## config.mk

```make
export PLATFORM = sky130hd
export DESIGN_NAME = sorted_table_insert_remove
export DESIGN_NICKNAME = d
export VERILOG_FILES = /design/src/rtl/sti_pkg.sv /design/src/rtl/sti_ctrl.sv /design/src/rtl/sti_datapath.sv /design/src/rtl/sorted_table_insert_remove.sv
export SDC_FILE = /design/constraint.sdc
export NUM_CORES = 1
export LEC_CHECK = 0
export BUFFER_PORTS_ARGS = -buffer_cell sky130_fd_sc_hd__buf_2
export CAP_MARGIN = 40
export CORE_MARGIN = 5
export CORE_UTILIZATION = 31
export CTS_BUF_LIST = sky130_fd_sc_hd__clkbuf_8 sky130_fd_sc_hd__clkbuf_16
export CTS_CLUSTER_SIZE = 25
export DETAILED_ROUTE_END_ITERATION = 10
export HOLD_SLACK_MARGIN = 0.12
export PLACE_DENSITY_LB_ADDON = 0.08
export SLEW_MARGIN = 5
export SYNTH_ARGS = -nofsm -noshare
export SYNTH_HDL_FRONTEND = slang
export SYNTH_SLANG_ARGS = --single-unit
```

## constraint.sdc

```tcl
create_clock -name clk -period 1.65 [get_ports clk]
set_input_delay 0.495 -clock clk [delete_from_list [all_inputs] [get_ports clk]]
set_output_delay 0.495 -clock clk [all_outputs]
set_load 0.03 [all_outputs]
```

## src/rtl/sti_pkg.sv

```systemverilog
// ----------------------------------------------------------------------------
// sti_pkg: shared types and constants for the sorted table
// Holds the table size, field widths, request codes and the command and
// status bundles that pass between the controller and the datapath.
// ----------------------------------------------------------------------------
package sti_pkg;

	localparam int TABLE_DEPTH = 16;
	localparam int CNT_W       = $clog2(TABLE_DEPTH + 1);
	localparam int VAL_W       = 32;
	localparam int POS_W       = 4;
	localparam int CNT_OUT_W   = 5;

	// Request codes carried on the mode field
	localparam logic MODE_INSERT = 1'b0;
	localparam logic MODE_REMOVE = 1'b1;

	// Controller to datapath
	typedef struct packed {
		logic insert;
		logic remove;
	} cmd_t;

	// Datapath to controller
	typedef struct packed {
		logic full;
		logic pos_valid;
	} status_t;

endpackage

```

## src/rtl/sti_ctrl.sv

```systemverilog
// ----------------------------------------------------------------------------
// sti_ctrl: request controller
// Accepts one request, checks it against the datapath status, issues the
// table update and holds the result until the output side takes it.
// ----------------------------------------------------------------------------
module sti_ctrl (
	input  logic              clk,
	input  logic              arst_n,
	input  logic              in_valid,
	output logic              in_stall,
	input  logic              mode,
	output logic              out_valid,
	input  logic              out_stall,
	output logic              accepted,
	input  sti_pkg::status_t  status,
	output sti_pkg::cmd_t     cmd
);

	localparam logic ST_EMPTY = 1'b0;
	localparam logic ST_HOLD  = 1'b1;

	logic state_q;
	logic state_next;
	logic accepted_q;
	logic take;

	// Stall the input only while a result waits and the output is stalled
	assign in_stall = (state_q == ST_HOLD) && out_stall;
	assign take     = in_valid && !in_stall;

	// Decide whether the request is carried out
	always_comb begin
		cmd.insert = 1'b0;
		cmd.remove = 1'b0;
		if (take) begin
			if (mode == sti_pkg::MODE_INSERT) begin
				cmd.insert = !status.full;
			end else begin
				cmd.remove = status.pos_valid;
			end
		end
	end

	// Advance the result register state
	always_comb begin
		state_next = state_q;
		case (state_q)
			ST_EMPTY: begin
				if (take) state_next = ST_HOLD;
			end
			ST_HOLD: begin
				if (take) state_next = ST_HOLD;
				else if (!out_stall) state_next = ST_EMPTY;
			end
			default: state_next = ST_EMPTY;
		endcase
	end

	always_ff @(posedge clk or negedge arst_n) begin
		if (!arst_n) begin
			state_q <= ST_EMPTY;
		end else begin
			state_q <= state_next;
		end
	end

	// Capture the outcome flag with each request
	always_ff @(posedge clk) begin
		if (take) begin
			accepted_q <= cmd.insert || cmd.remove;
		end
	end

	assign out_valid = (state_q == ST_HOLD);
	assign accepted  = accepted_q;

endmodule

```

## src/rtl/sti_datapath.sv

```systemverilog
// ----------------------------------------------------------------------------
// sti_datapath: row of compare-and-shift cells
// Each cell compares the incoming value with its own entry and picks its
// next content from itself, its lower neighbor, its upper neighbor or the
// new value, so an insert or remove updates every cell together.
// ----------------------------------------------------------------------------
module sti_datapath (
	input  logic                           clk,
	input  logic                           arst_n,
	input  sti_pkg::cmd_t                  cmd,
	input  logic signed [sti_pkg::VAL_W-1:0] value,
	input  logic [sti_pkg::POS_W-1:0]      position,
	output sti_pkg::status_t               status,
	output logic [sti_pkg::CNT_W-1:0]      count
);

	logic signed [sti_pkg::VAL_W-1:0] cells_q [sti_pkg::TABLE_DEPTH];
	logic signed [sti_pkg::VAL_W-1:0] cells_next [sti_pkg::TABLE_DEPTH];
	logic [sti_pkg::TABLE_DEPTH-1:0]  above;
	logic [sti_pkg::CNT_W-1:0]        count_q;

	// Mark valid cells that hold an entry larger than the new value
	always_comb begin
		for (int i = 0; i < sti_pkg::TABLE_DEPTH; i++) begin
			above[i] = (i < int'(count_q)) && (value < cells_q[i]);
		end
	end

	// Pick each cell's next content
	always_comb begin
		for (int i = 0; i < sti_pkg::TABLE_DEPTH; i++) begin
			cells_next[i] = cells_q[i];
			if (cmd.insert) begin
				if (i > 0 && above[(i > 0) ? i - 1 : 0]) begin
					cells_next[i] = cells_q[(i > 0) ? i - 1 : 0];
				end else if (above[i] || i == int'(count_q)) begin
					cells_next[i] = value;
				end
			end else if (cmd.remove) begin
				if (i >= int'(position) && i < sti_pkg::TABLE_DEPTH - 1) begin
					cells_next[i] = cells_q[(i < sti_pkg::TABLE_DEPTH - 1) ? i + 1 : i];
				end
			end
		end
	end

	// Hold entries unless a command moves them
	always_ff @(posedge clk) begin
		if (cmd.insert || cmd.remove) begin
			for (int i = 0; i < sti_pkg::TABLE_DEPTH; i++) begin
				cells_q[i] <= cells_next[i];
			end
		end
	end

	// Track the entry count
	always_ff @(posedge clk or negedge arst_n) begin
		if (!arst_n) begin
			count_q <= '0;
		end else if (cmd.insert) begin
			count_q <= count_q + sti_pkg::CNT_W'(1);
		end else if (cmd.remove) begin
			count_q <= count_q - sti_pkg::CNT_W'(1);
		end
	end

	assign status.full      = (int'(count_q) >= sti_pkg::TABLE_DEPTH);
	assign status.pos_valid = (int'(position) < int'(count_q));
	assign count            = count_q;

endmodule

```

## src/rtl/sorted_table_insert_remove.sv

```systemverilog
// Result: the outcome of an accepted request is registered and valid in the next cycle.
// Throughput: one request per cycle unless a held result is stalled at the output;
// the compare-and-shift cell row finishes any insert or remove in one table update,
// and the result register lets the next request in while a result is being taken.
// Reset: arst_n clears the entry count and the result valid; table entries are not
// cleared, and only entries below the count are ever read.
// ----------------------------------------------------------------------------
// sorted_table_insert_remove: bounded sorted table with insert and remove
// Keeps signed values in ascending order; inserts at the sorted place and
// removes by index, reporting the outcome and the entry count.
// ----------------------------------------------------------------------------
module sorted_table_insert_remove (
	input  logic                             clk,
	input  logic                             arst_n,
	input  logic                             in_valid,
	output logic                             in_stall,
	input  logic                             mode,
	input  logic signed [sti_pkg::VAL_W-1:0] value,
	input  logic [sti_pkg::POS_W-1:0]        position,
	output logic                             out_valid,
	input  logic                             out_stall,
	output logic                             accepted,
	output logic [sti_pkg::CNT_OUT_W-1:0]    entry_count
);

	sti_pkg::cmd_t             cmd;
	sti_pkg::status_t          status;
	logic [sti_pkg::CNT_W-1:0] count;

	sti_ctrl u_ctrl (
		.clk       (clk),
		.arst_n    (arst_n),
		.in_valid  (in_valid),
		.in_stall  (in_stall),
		.mode      (mode),
		.out_valid (out_valid),
		.out_stall (out_stall),
		.accepted  (accepted),
		.status    (status),
		.cmd       (cmd)
	);

	sti_datapath u_datapath (
		.clk      (clk),
		.arst_n   (arst_n),
		.cmd      (cmd),
		.value    (value),
		.position (position),
		.status   (status),
		.count    (count)
	);

	// Count only changes on the next request, so it stays with the held result
	assign entry_count = sti_pkg::CNT_OUT_W'(count);

endmodule

```

==> results of run 1 <==
[state kept, by name, summed over array words and instances (netlist names)]
signal and cells:
u_ctrl.accepted 1, u_ctrl.out_valid 1, u_datapath.count 5
[final cells by class]
type | instances | area share
multi-input cells | 34 | 0.421
repair buffers | 37 | 0.270
flip-flops and latches | 7 | 0.207
clock buffers | 3 | 0.0464
inverters | 7 | 0.0295
well taps | 16 | 0.0225
clock inverters | 1 | 0.00422
[kinds of logic after synthesis]
kind of cell	share of synthesized area
muxes	0.0716
xor gates and xnor gates	0.0537
DFF	0.368
AOI/OAI and AO/OA	0.164
adders and majority gates	0.194
buffers and inverters	0.0537
and+or+nand+nor	0.0946
[critical path: cells and delay by family (launching register included)]
family	cells	cell delay (ns)
compound gates	3	0.44
flops	1	0.41
simple gates	5	0.42
fa+ha+maj	1	0.35
[path summary, 6_finish.rpt]
kind                                                 start                         endpoint  slack [ns]  depth (start not counted)
max                             u_ctrl.out_valid$_DFF_PN0_  u_datapath.count[4]$_DFFE_PN0P_        -0.1                          9
min                                               in_valid       u_ctrl.out_valid$_DFF_PN0_        0.51                          2
max reg2reg                     u_ctrl.out_valid$_DFF_PN0_  u_datapath.count[4]$_DFFE_PN0P_        -0.1                          9
min reg2reg                u_datapath.count[3]$_DFFE_PN0P_  u_datapath.count[3]$_DFFE_PN0P_        0.56                          2
max in group asynchronous                           arst_n  u_datapath.count[2]$_DFFE_PN0P_        0.86                          2
min in group asynchronous                           arst_n  u_datapath.count[0]$_DFFE_PN0P_        0.62                          2
[power by group through the flow]
| stage | Clock (mW) | Sequential, mW | Combinational, mW |
|---|---|---|---|
| 4_1_cts | 0.249 | 0.305 | 0.969 |
| 5_1_grt | 0.260 | 0.314 | 1.14 |
| 3_3_place_gp | 0 | 0.304 | 0.872 |
| 6_report | 0.240 | 0.303 | 1.02 |
| 2_1_floorplan | 0 | 0.444 | 0.413 |
| 3_5_place_dp | 0 | 0.305 | 0.885 |
[cell usage after synthesis]
master,n
mux2_4,1
inv_1,7
a21o_2,1
o21ai_0,1
xnor2_1,2
nor2_1,2
ha_1,6
o21bai_1,1
fa_1,1
dfrtp_1,6
o21ai_1,1
nand2_1,4
xor2_1,1
edfxtp_1,1
nand3_1,1
mux2i_1,2
a21oi_1,5
nand2b_1,1
nor2b_1,1
o31ai_4,1
nand4_1,1
a21o_1,1
[cells in the final DEF, fill, tap and decap left out, drive strengths merged, types with 2 or more instances in the layout]
cell type / instances
a21o: 2
a21oi: 5
buf: 36
clkbuf: 3
dfrtp: 6
ha: 6
inv: 8
mux2i: 2
nand2: 4
nor2: 2
o21ai: 2
xnor2: 2
[through the flow]
step	cell area, µm²	setup slack (ns)	cells	hold slack (ns)	total power, mW
after floorplan	532	-0.163	48	0.199	0.856
after global placement	759	-0.354	97	0.336	1.18
after detailed placement	759	-0.379	97	0.338	1.19
after CTS	858	-0.128	103	0.505	1.52
after global routing	890	-0.201	105	0.515	1.72
final	890	-0.0969	105	0.507	1.57
[routing by layer]
layer | part of all wire | vias to the layer above
met3 | 0.073 | 2
met4 | 0.013 | 0
met1 | 0.44 | 210
met5 | 0 | -
li1 | - | 247
met2 | 0.47 | 12
[what timing repair did]
item                       4_1_cts  5_1_grt
buffers inserted                 1        2
pin swaps                       10        9
hold buffers                     1        0
hold endpoints to repair         6        0
resized for setup                7        2
setup endpoints to repair        6        6
==> summary.md, run 1 <==
| Metric | Value |
|---|---|
| Data required, critical path | `approximately 1.8 ns` |
| Critical path class | `flip-flop to flip-flop` |
| Most frequent CP cell | `nand2_4` |
| First-pass GRT wire length | `about 2100 µm` |
| CTS buffer count | `3` |
| Pin count of the biggest net entering global routing | `7` |
| Worst hold path class | `input port to flip-flop` |
| Status | `finished with violations` |
| All-Layer GR Usage | `0.117` |
| Area contributors post-synth | `dfrtp_1, ha_1, edfxtp_1` |
| Synthesis-stage register bit count | `7` |
| Finished Core Util | `0.591` |
| Number of I/O port buffers | `16` |
| Full die area | `0.00247 mm²` |
| Critical Path, Cell by Cell | `nand2_4 > nand2_4 > nor2_4 > nand2_4 > fa_2 > a21o_1 > a21oi_2 > o21bai_1 > nand3_1` |
| Row cnt | `14` |
| Violated checks | `setup timing` |
| Setup TNS | `-0.179 ns` |
| Core ar. | `~0.0015 mm²` |
| Clock Skew | `about 0.0015 ns` |
| Global Route met2 Usage | `0.165` |
| DR WL/cell | `~12 µm` |
| CTS H-tree depth | `1` |
| Seq pwr share | `0.193` |
| Peak supply drop | `around 1.1 mV` |
| IO Pins | `between 40 and 50` |
| RSZ-0062 raised after global routing | `true` |
| ANT cells | `0` |
| Pins Over Slew Limit | `0` |
| Distinct cell type count after synthesis | `22` |
| Power per Cell Area | `1760 mW/mm²` |
| Critical path's slowest cell | `dfrtp_2` |
| Reg area | `about 180 µm²` |
| Grt met1 use | `0.142` |
| Gpl congestion | `0.679` |
| Clk buf depth | `2` |
| Switching Share | `0.403` |
| Worst slew pin tran | `around 0.31 ns` |
| Post-Syn Nets | `96` |
| Clock-pin slew on the worst setup and hold paths | `~0.04 ns` |
| Multi-input logic area | `between 300 and 400 µm²` |
| Drc violations | `0` |
| Yosys warns | `0` |
| Crit start category | `flip-flop` |
| Grt ovf | `0` |
| Root buf cell | `clkbuf_8` |
| Syn Std Cell Area | `489 µm²` |
| Number of nets in the layout | `138` |
| Initial DRC count | `4` |
| Die width | `49.7 µm` |
| Synth Area per Inst | `between 10 and 15 µm²` |
| Kind of end point of the critical path | `flip-flop` |
| Post-DR vias/cell | `roughly 4.5` |
| Router iterations before antenna repair | `2` |
| Leakage | `0.450 nW` |
| Initial antenna violation count | `0` |
| GRT busiest layer | `met2` |
| FMAX | `around 570 MHz` |
| Detailed placer's ending HPWL | `around 960 µm` |
| Data arrival, critical path | `1.84 ns` |
| Fin crit share | `1.06` |
| FILL cells | `140` |
| Fraction of layout cells with a size suffix above 1 | `0.697` |
| CTS tree | `built` |
| Slew margin rel. | `0.792` |
| Vias | `roughly 470` |
| Gate Count Post-Synth | `48` |
| Final hold violation count | `0` |
| Sw power | `~0.63 mW` |
| M3 GR Usage | `0.0572` |
| CP max stage delay | `just over 0.4 ns` |
| Internal power | `approximately 0.93 mW` |
| PnR worst setup slack | `-0.0969 ns` |
| Final setup viols | `4` |
| Overall die height | `between 40 and 50 µm` |
| Via count of the first global-routing pass | `496` |
| Peak fanout along the critical path | `4` |
| Worst skew pair latency | `about 0.23 ns` |
| Part of the power in combinational logic | `0.654` |
| Initial cell density of the core | `0.325` |
| Maxcap violations | `0` |
| Sink Count | `7` |
| Clock group share of total power | `0.153` |
| Final Critical Period | `roughly 1.7 ns` |
| Seq/Total Area, Yosys | `0.368` |
| Area Overhead vs Synth | `81.8%` |
| Post-synth top area share | `0.307` |
| Area leader, netlist | `dfrtp_1` |
| Post-route ant nets | `0` |
| Drt total wl | `1210 µm` |
Power figures use the tool's default switching activity.
==> run 2: changes to the inputs <==
==> constraint.sdc (replaced) <==
create_clock -name clk -period 1.65 [get_ports clk]
set_input_delay 0.0825 -clock clk [delete_from_list [all_inputs] [get_ports clk]]
set_output_delay 0.0825 -clock clk [all_outputs]
set_load 0.03 [all_outputs]
==> run 2 against run 1 <==
  * The flow still finishes with violations (setup timing)
  * Die area unchanged
  * Total power increased by 5.3%
  * Critical path type unchanged
  * Highest routed layer unchanged
  * Combinational power increased by 8%
==> summary.md, run 2 (synthesis results as in run 1) <==
| Metric | Value |
|---|---|
| Worst skew pair latency | `roughly 0.23 ns` |
| CTS H-tree depth | `1` |
| Post-DR vias/cell | `around 4.5` |
| Grt ovf | `0` |
| Critical Path, Cell by Cell | `nand2_2 > nand2_2 > nor2_4 > nand2_4 > fa_2 > a21o_1 > a21oi_2 > o21bai_1 > nand3_1` |
| Initial antenna violation count | `0` |
| Post-route ant nets | `0` |
| Power per Cell Area | `1830 mW/mm²` |
| Crit start category | `flip-flop` |
| Pin count of the biggest net entering global routing | `7` |
| WHS | `between 0.1 and 0.15 ns` |
| Clock-pin slew on the worst setup and hold paths | `approximately 0.040 ns` |
| Slew margin rel. | `0.799` |
| Worst hold path class | `input port to flip-flop` |
| All-Layer GR Usage | `0.112` |
| Row cnt | `14` |
| FMAX | `573 MHz` |
| GRT busiest layer | `met2` |
| Final hold violation count | `0` |
| Most frequent cells in the layout | `buf_4, buf_2, inv_1` |
| Gpl congestion | `approximately 0.75` |
| Setup TNS | `-0.210 ns` |
| Commonest non-fill, non-tap cell in the layout | `buf_4` |
| Fin crit share | `1.06` |
| Final Critical Period | `1.75 ns` |
| Data arrival, critical path | `about 1.9 ns` |
| Leakage | `approximately 0.46 nW` |
| Full die area | `0.00247 mm²` |
| Drc violations | `0` |
| Initial DRC count | `7` |
| Sink Count | `7` |
| M3 GR Usage | `0.0512` |
| Pins Over Slew Limit | `0` |
| DR WL/cell | `12.1 µm` |
| Worst slew pin tran | `between 0.3 and 0.4 ns` |
| Fraction of layout cells with a size suffix above 1 | `0.697` |
| Data required, critical path | `around 1.8 ns` |
| Root buf cell | `clkbuf_8` |
| R2R Setup Slk | `-0.1 ns` |
| PnR worst setup slack | `-0.0962 ns` |
| Peak fanout along the critical path | `4` |
| CTS tree | `built` |
| Drt total wl | `1270 µm` |
| Max FFs per register | `5` |
| Critical path's slowest cell | `dfrtp_2` |
| Pre-CTS setup slack | `-0.137 ns` |
| Number of nets in the layout | `approximately 140` |
| Clock Skew | `about 0.0020 ns` |
| Peak supply drop | `1.15 mV` |
| Overall die height | `just under 50 µm` |
| Maxcap violations | `0` |
| Violated checks | `setup timing` |
| ANT cells | `0` |
| Global Route met2 Usage | `0.169` |
| Core ar. | `about 0.0015 mm²` |
| Most frequent CP cell | `nand2_2` |
| Kind of end point of the critical path | `flip-flop` |
| Initial cell density of the core | `0.325` |
| Grt met1 use | `0.140` |
| Router iterations before antenna repair | `3` |
| Vias | `476` |
| Status | `finished with violations` |
| RSZ-0062 raised after global routing | `true` |
| Via count of the first global-routing pass | `between 400 and 500` |
| Critical path class | `flip-flop to flip-flop` |
| Clk buf depth | `2` |
| Final setup viols | `4` |
| Area Overhead vs Synth | `84.1%` |
| Detailed placer's ending HPWL | `926 µm` |
| First-pass GRT wire length | `2100 µm` |
| CTS buffer count | `3` |
| CP max stage delay | `approximately 0.40 ns` |
| Total power | `between 1.5 and 2 mW` |
| Number of I/O port buffers | `16` |
| Die width | `around 50 µm` |
| IO Pins | `around 50` |
[run 2: area by class of cell]
type	count	area, µm²
inverter	7	26.3
tap	16	20.0
sequential	7	184
timing repair buffer	37	246
clock inverter	1	3.75
clock buffer	3	41.3
multi-input combinational	34	379
fill	130	606
[run 2: stage by stage]
| stage | std cells | instance area [µm²] | utilization |
|---|---|---|---|
| floorplan | 48 | 517 | - |
| global placement | 94 | 722 | 0.479 |
| detailed placement | 94 | 722 | 0.479 |
| CTS | 105 | 890 | 0.591 |
| global route | 105 | 901 | 0.598 |
| finish | 105 | 901 | 0.598 |
[run 2: power by group]
part,switching [mW],internal [mW]
Clock,0.0821,0.162
Combinational,0.528,0.575
Sequential,0.0591,0.244
[run 2: worst max-delay path: cells and delay by family (launching register included)]
family / cells / cell delay [ns]
AO/OA/AOI/OAI: 3 / 0.47
flip-flops: 1 / 0.40
AND/OR/NAND/NOR: 5 / 0.42
adder cells (fa/ha/maj): 1 / 0.35
[run 2: worst paths after layout]
kind                                                  from                         endpoint  cells after the start
hold / removal                                        mode  u_datapath.count[4]$_DFFE_PN0P_                      3
setup / recovery                u_ctrl.out_valid$_DFF_PN0_  u_datapath.count[4]$_DFFE_PN0P_                      9
setup reg to reg                u_ctrl.out_valid$_DFF_PN0_  u_datapath.count[4]$_DFFE_PN0P_                      9
hold reg to reg            u_datapath.count[3]$_DFFE_PN0P_  u_datapath.count[3]$_DFFE_PN0P_                      2
max in group asynchronous                           arst_n       u_ctrl.out_valid$_DFF_PN0_                      2
min in group asynchronous                           arst_n  u_datapath.count[1]$_DFFE_PN0P_                      2
[run 2: repair_timing]
action	4_1_cts	5_1_grt
endpoints found under the hold margin	7	0
buffers inserted	5	0
setup endpoints to repair	5	5
gates resized for setup	10	2
hold buffers	2	0
pin swaps	10	2
[run 2: per-layer routing]
metal | wire (µm) | up-vias | part of all wire
li1 | - | 245 | -
met1 | 578 | 217 | 0.45
met2 | 614 | 11 | 0.48
met3 | 70 | 3 | 0.055
met4 | 9 | 0 | 0.0071
met5 | 0 | - | 0
==> run 3: changes to the inputs <==
CTS_CLUSTER_SIZE = 8   (was 25)
PLACE_DENSITY_LB_ADDON = 0.3   (was 0.08)
==> run 3 against run 2 <==
  * The run still ends with setup timing left
  * Global-route usage down 0.78 points
  * Fmax down 1.9%
  * Core utilization down 3.4 points
  * Final area down 5.7%
  * Cell count down 5.7%
  * Worst setup slack worse by 0.034 ns
  * Non-clock buffer count down 6
  * Combinational power down 14%
  * Total power down 9.6%
==> summary.md, run 3 (synthesis results as in run 1) <==
| Metric | Value |
|---|---|
| Die width | `49.7 µm` |
| Max FFs per register | `5` |
| Crit start category | `flip-flop` |
| Maxcap violations | `0` |
| Fin crit share | `1.08` |
| Most frequent cells in the layout | `buf_2, buf_4, inv_1` |
| Pins Over Slew Limit | `0` |
| Final non-filler cell total | `99` |
| Clk buf depth | `2` |
| Slew margin rel. | `0.802` |
| Peak supply drop | `about 0.62 mV` |
| Number of nets in the layout | `132` |
| Post-route ant nets | `0` |
| Status | `finished with violations` |
| Clock-pin slew on the worst setup and hold paths | `around 0.040 ns` |
| Vias | `452` |
| Worst hold path class | `input port to flip-flop` |
| Commonest non-fill, non-tap cell in the layout | `buf_2` |
| Initial DRC count | `8` |
| Drt total wl | `approximately 1200 µm` |
| Reg area | `around 180 µm²` |
| Root buf cell | `clkbuf_8` |
| Leakage | `around 0.43 nW` |
| Detailed placer's ending HPWL | `approximately 860 µm` |
| CTS buffer count | `3` |
| Post-DR vias/cell | `about 4.6` |
| Final Critical Period | `roughly 1.8 ns` |
| Initial antenna violation count | `0` |
| Setup TNS | `-0.322 ns` |
| Initial cell density of the core | `0.325` |
| All-Layer GR Usage | `0.104` |
| Core ar. | `around 0.0015 mm²` |
| FMAX | `about 560 MHz` |
| Drc violations | `0` |
| Grt ovf | `0` |
| Router iterations before antenna repair | `3` |
| Violated checks | `setup timing` |
| Final hold violation count | `0` |
| Area Overhead vs Synth | `73.7%` |
| Top layer reached by signal wires | `met4` |
| Via count of the first global-routing pass | `449` |
| RSZ-0062 raised after global routing | `true` |
| Met2 routed WL | `582 µm` |
| Clock Skew | `approximately 0.00029 ns` |
| Overall die height | `slightly below 50 µm` |
| Routed metal-1 wire length | `between 500 and 600 µm` |
| Sink Count | `7` |
| Finished Core Util | `0.564` |
| Gpl congestion | `0.737` |
| Kind of end point of the critical path | `flip-flop` |
| Pin count of the biggest net entering global routing | `7` |
| PnR worst setup slack | `-0.130 ns` |
| CTS tree | `built` |
| ANT cells | `0` |
| CTS H-tree depth | `1` |
| Full die area | `0.00247 mm²` |
| Number of I/O port buffers | `16` |
| Critical path class | `flip-flop to flip-flop` |
| FILL cells | `between 100 and 150` |
| Row cnt | `14` |
| Data required, critical path | `1.75 ns` |
| Final setup viols | `4` |
| IO Pins | `49` |
| First-pass GRT wire length | `roughly 2000 µm` |
| Metal3 WL | `~53 µm` |
| Placed insts | `90` |
| Data arrival, critical path | `1.88 ns` |
| Power per Cell Area | `around 1800 mW/mm²` |
| Fraction of layout cells with a size suffix above 1 | `0.651` |
| Worst skew pair latency | `about 0.23 ns` |
| Multi-input logic area | `around 370 µm²` |
| Peak fanout along the critical path | `4` |
| Worst slew pin tran | `roughly 0.30 ns` |
| DR WL/cell | `12.0 µm` |
[run 3: power by group]
| group | switching (mW) | leakage [nW] | total [mW] | internal, mW |
|---|---|---|---|---|
| clock network | 0.0753 | 0.0269 | 0.236 | 0.161 |
| registers | 0.0660 | 0.0732 | 0.309 | 0.244 |
| logic | 0.483 | 0.325 | 0.947 | 0.464 |
| total | 0.624 | 0.426 | 1.49 | 0.868 |
[run 3: repair_timing]
action	in CTS	in global routing
pin swaps	4	2
hold buffers	2	0
endpoints found under the hold margin	7	0
resized for setup	8	3
buffers inserted	1	2
endpoints found under the setup margin	4	5
[run 3: critical path, cell delays in order (launching register included)]
cell and delay [ns]:
dfrtp_2 0.39, nand2_2 0.08, nand2_4 0.06, nor2_4 0.11, nand2_4 0.07, buf_4 0.14, ha_4 0.20, a21o_2 0.19
a21oi_2 0.14, xor2_1 0.18, mux2i_1 0.09
[run 3: final cells by class]
class / count / area share
clock inverter: 1 / 0.00442
sequential: 7 / 0.216
clock buffer: 3 / 0.0486
inverter: 7 / 0.0309
multi-input combinational: 34 / 0.439
timing repair buffer: 31 / 0.237
tap: 16 / 0.0236
[run 3: path summary, 6_finish.rpt]
kind / depth (start not counted) / endpoint / start / slack, ns
worst min register to register: 2 / u_datapath.count[3]$_DFFE_PN0P_ / u_datapath.count[3]$_DFFE_PN0P_ / 0.59
min in group asynchronous: 2 / u_datapath.count[4]$_DFFE_PN0P_ / arst_n / 0.23
max in group asynchronous: 2 / u_datapath.count[1]$_DFFE_PN0P_ / arst_n / 1.26
worst max-delay path: 10 / u_datapath.count[3]$_DFFE_PN0P_ / u_ctrl.out_valid$_DFF_PN0_ / -0.13
worst min-delay path: 3 / u_datapath.count[4]$_DFFE_PN0P_ / mode / 0.14
worst max register to register: 10 / u_datapath.count[3]$_DFFE_PN0P_ / u_ctrl.out_valid$_DFF_PN0_ / -0.13
[run 3: routing by layer]
metal  vias up  track usage
li1        232            -
met1       205        0.139
met2        11        0.163
met3         4      0.00301
met4         0       0.0655
met5         -            0
[run 3: per-stage QoR]
step | hold slack (ns) | worst slack (ns) | area, µm² | power (mW)
CTS | 0.143 | -0.0563 | 810 | 1.46
finish | 0.141 | -0.130 | 850 | 1.49
global placement | -0.0845 | -0.0932 | 692 | 1.13
global route | 0.208 | -0.213 | 850 | 1.61
detailed placement | -0.0823 | -0.119 | 692 | 1.15
floorplan | -0.213 | -0.188 | 517 | 0.850
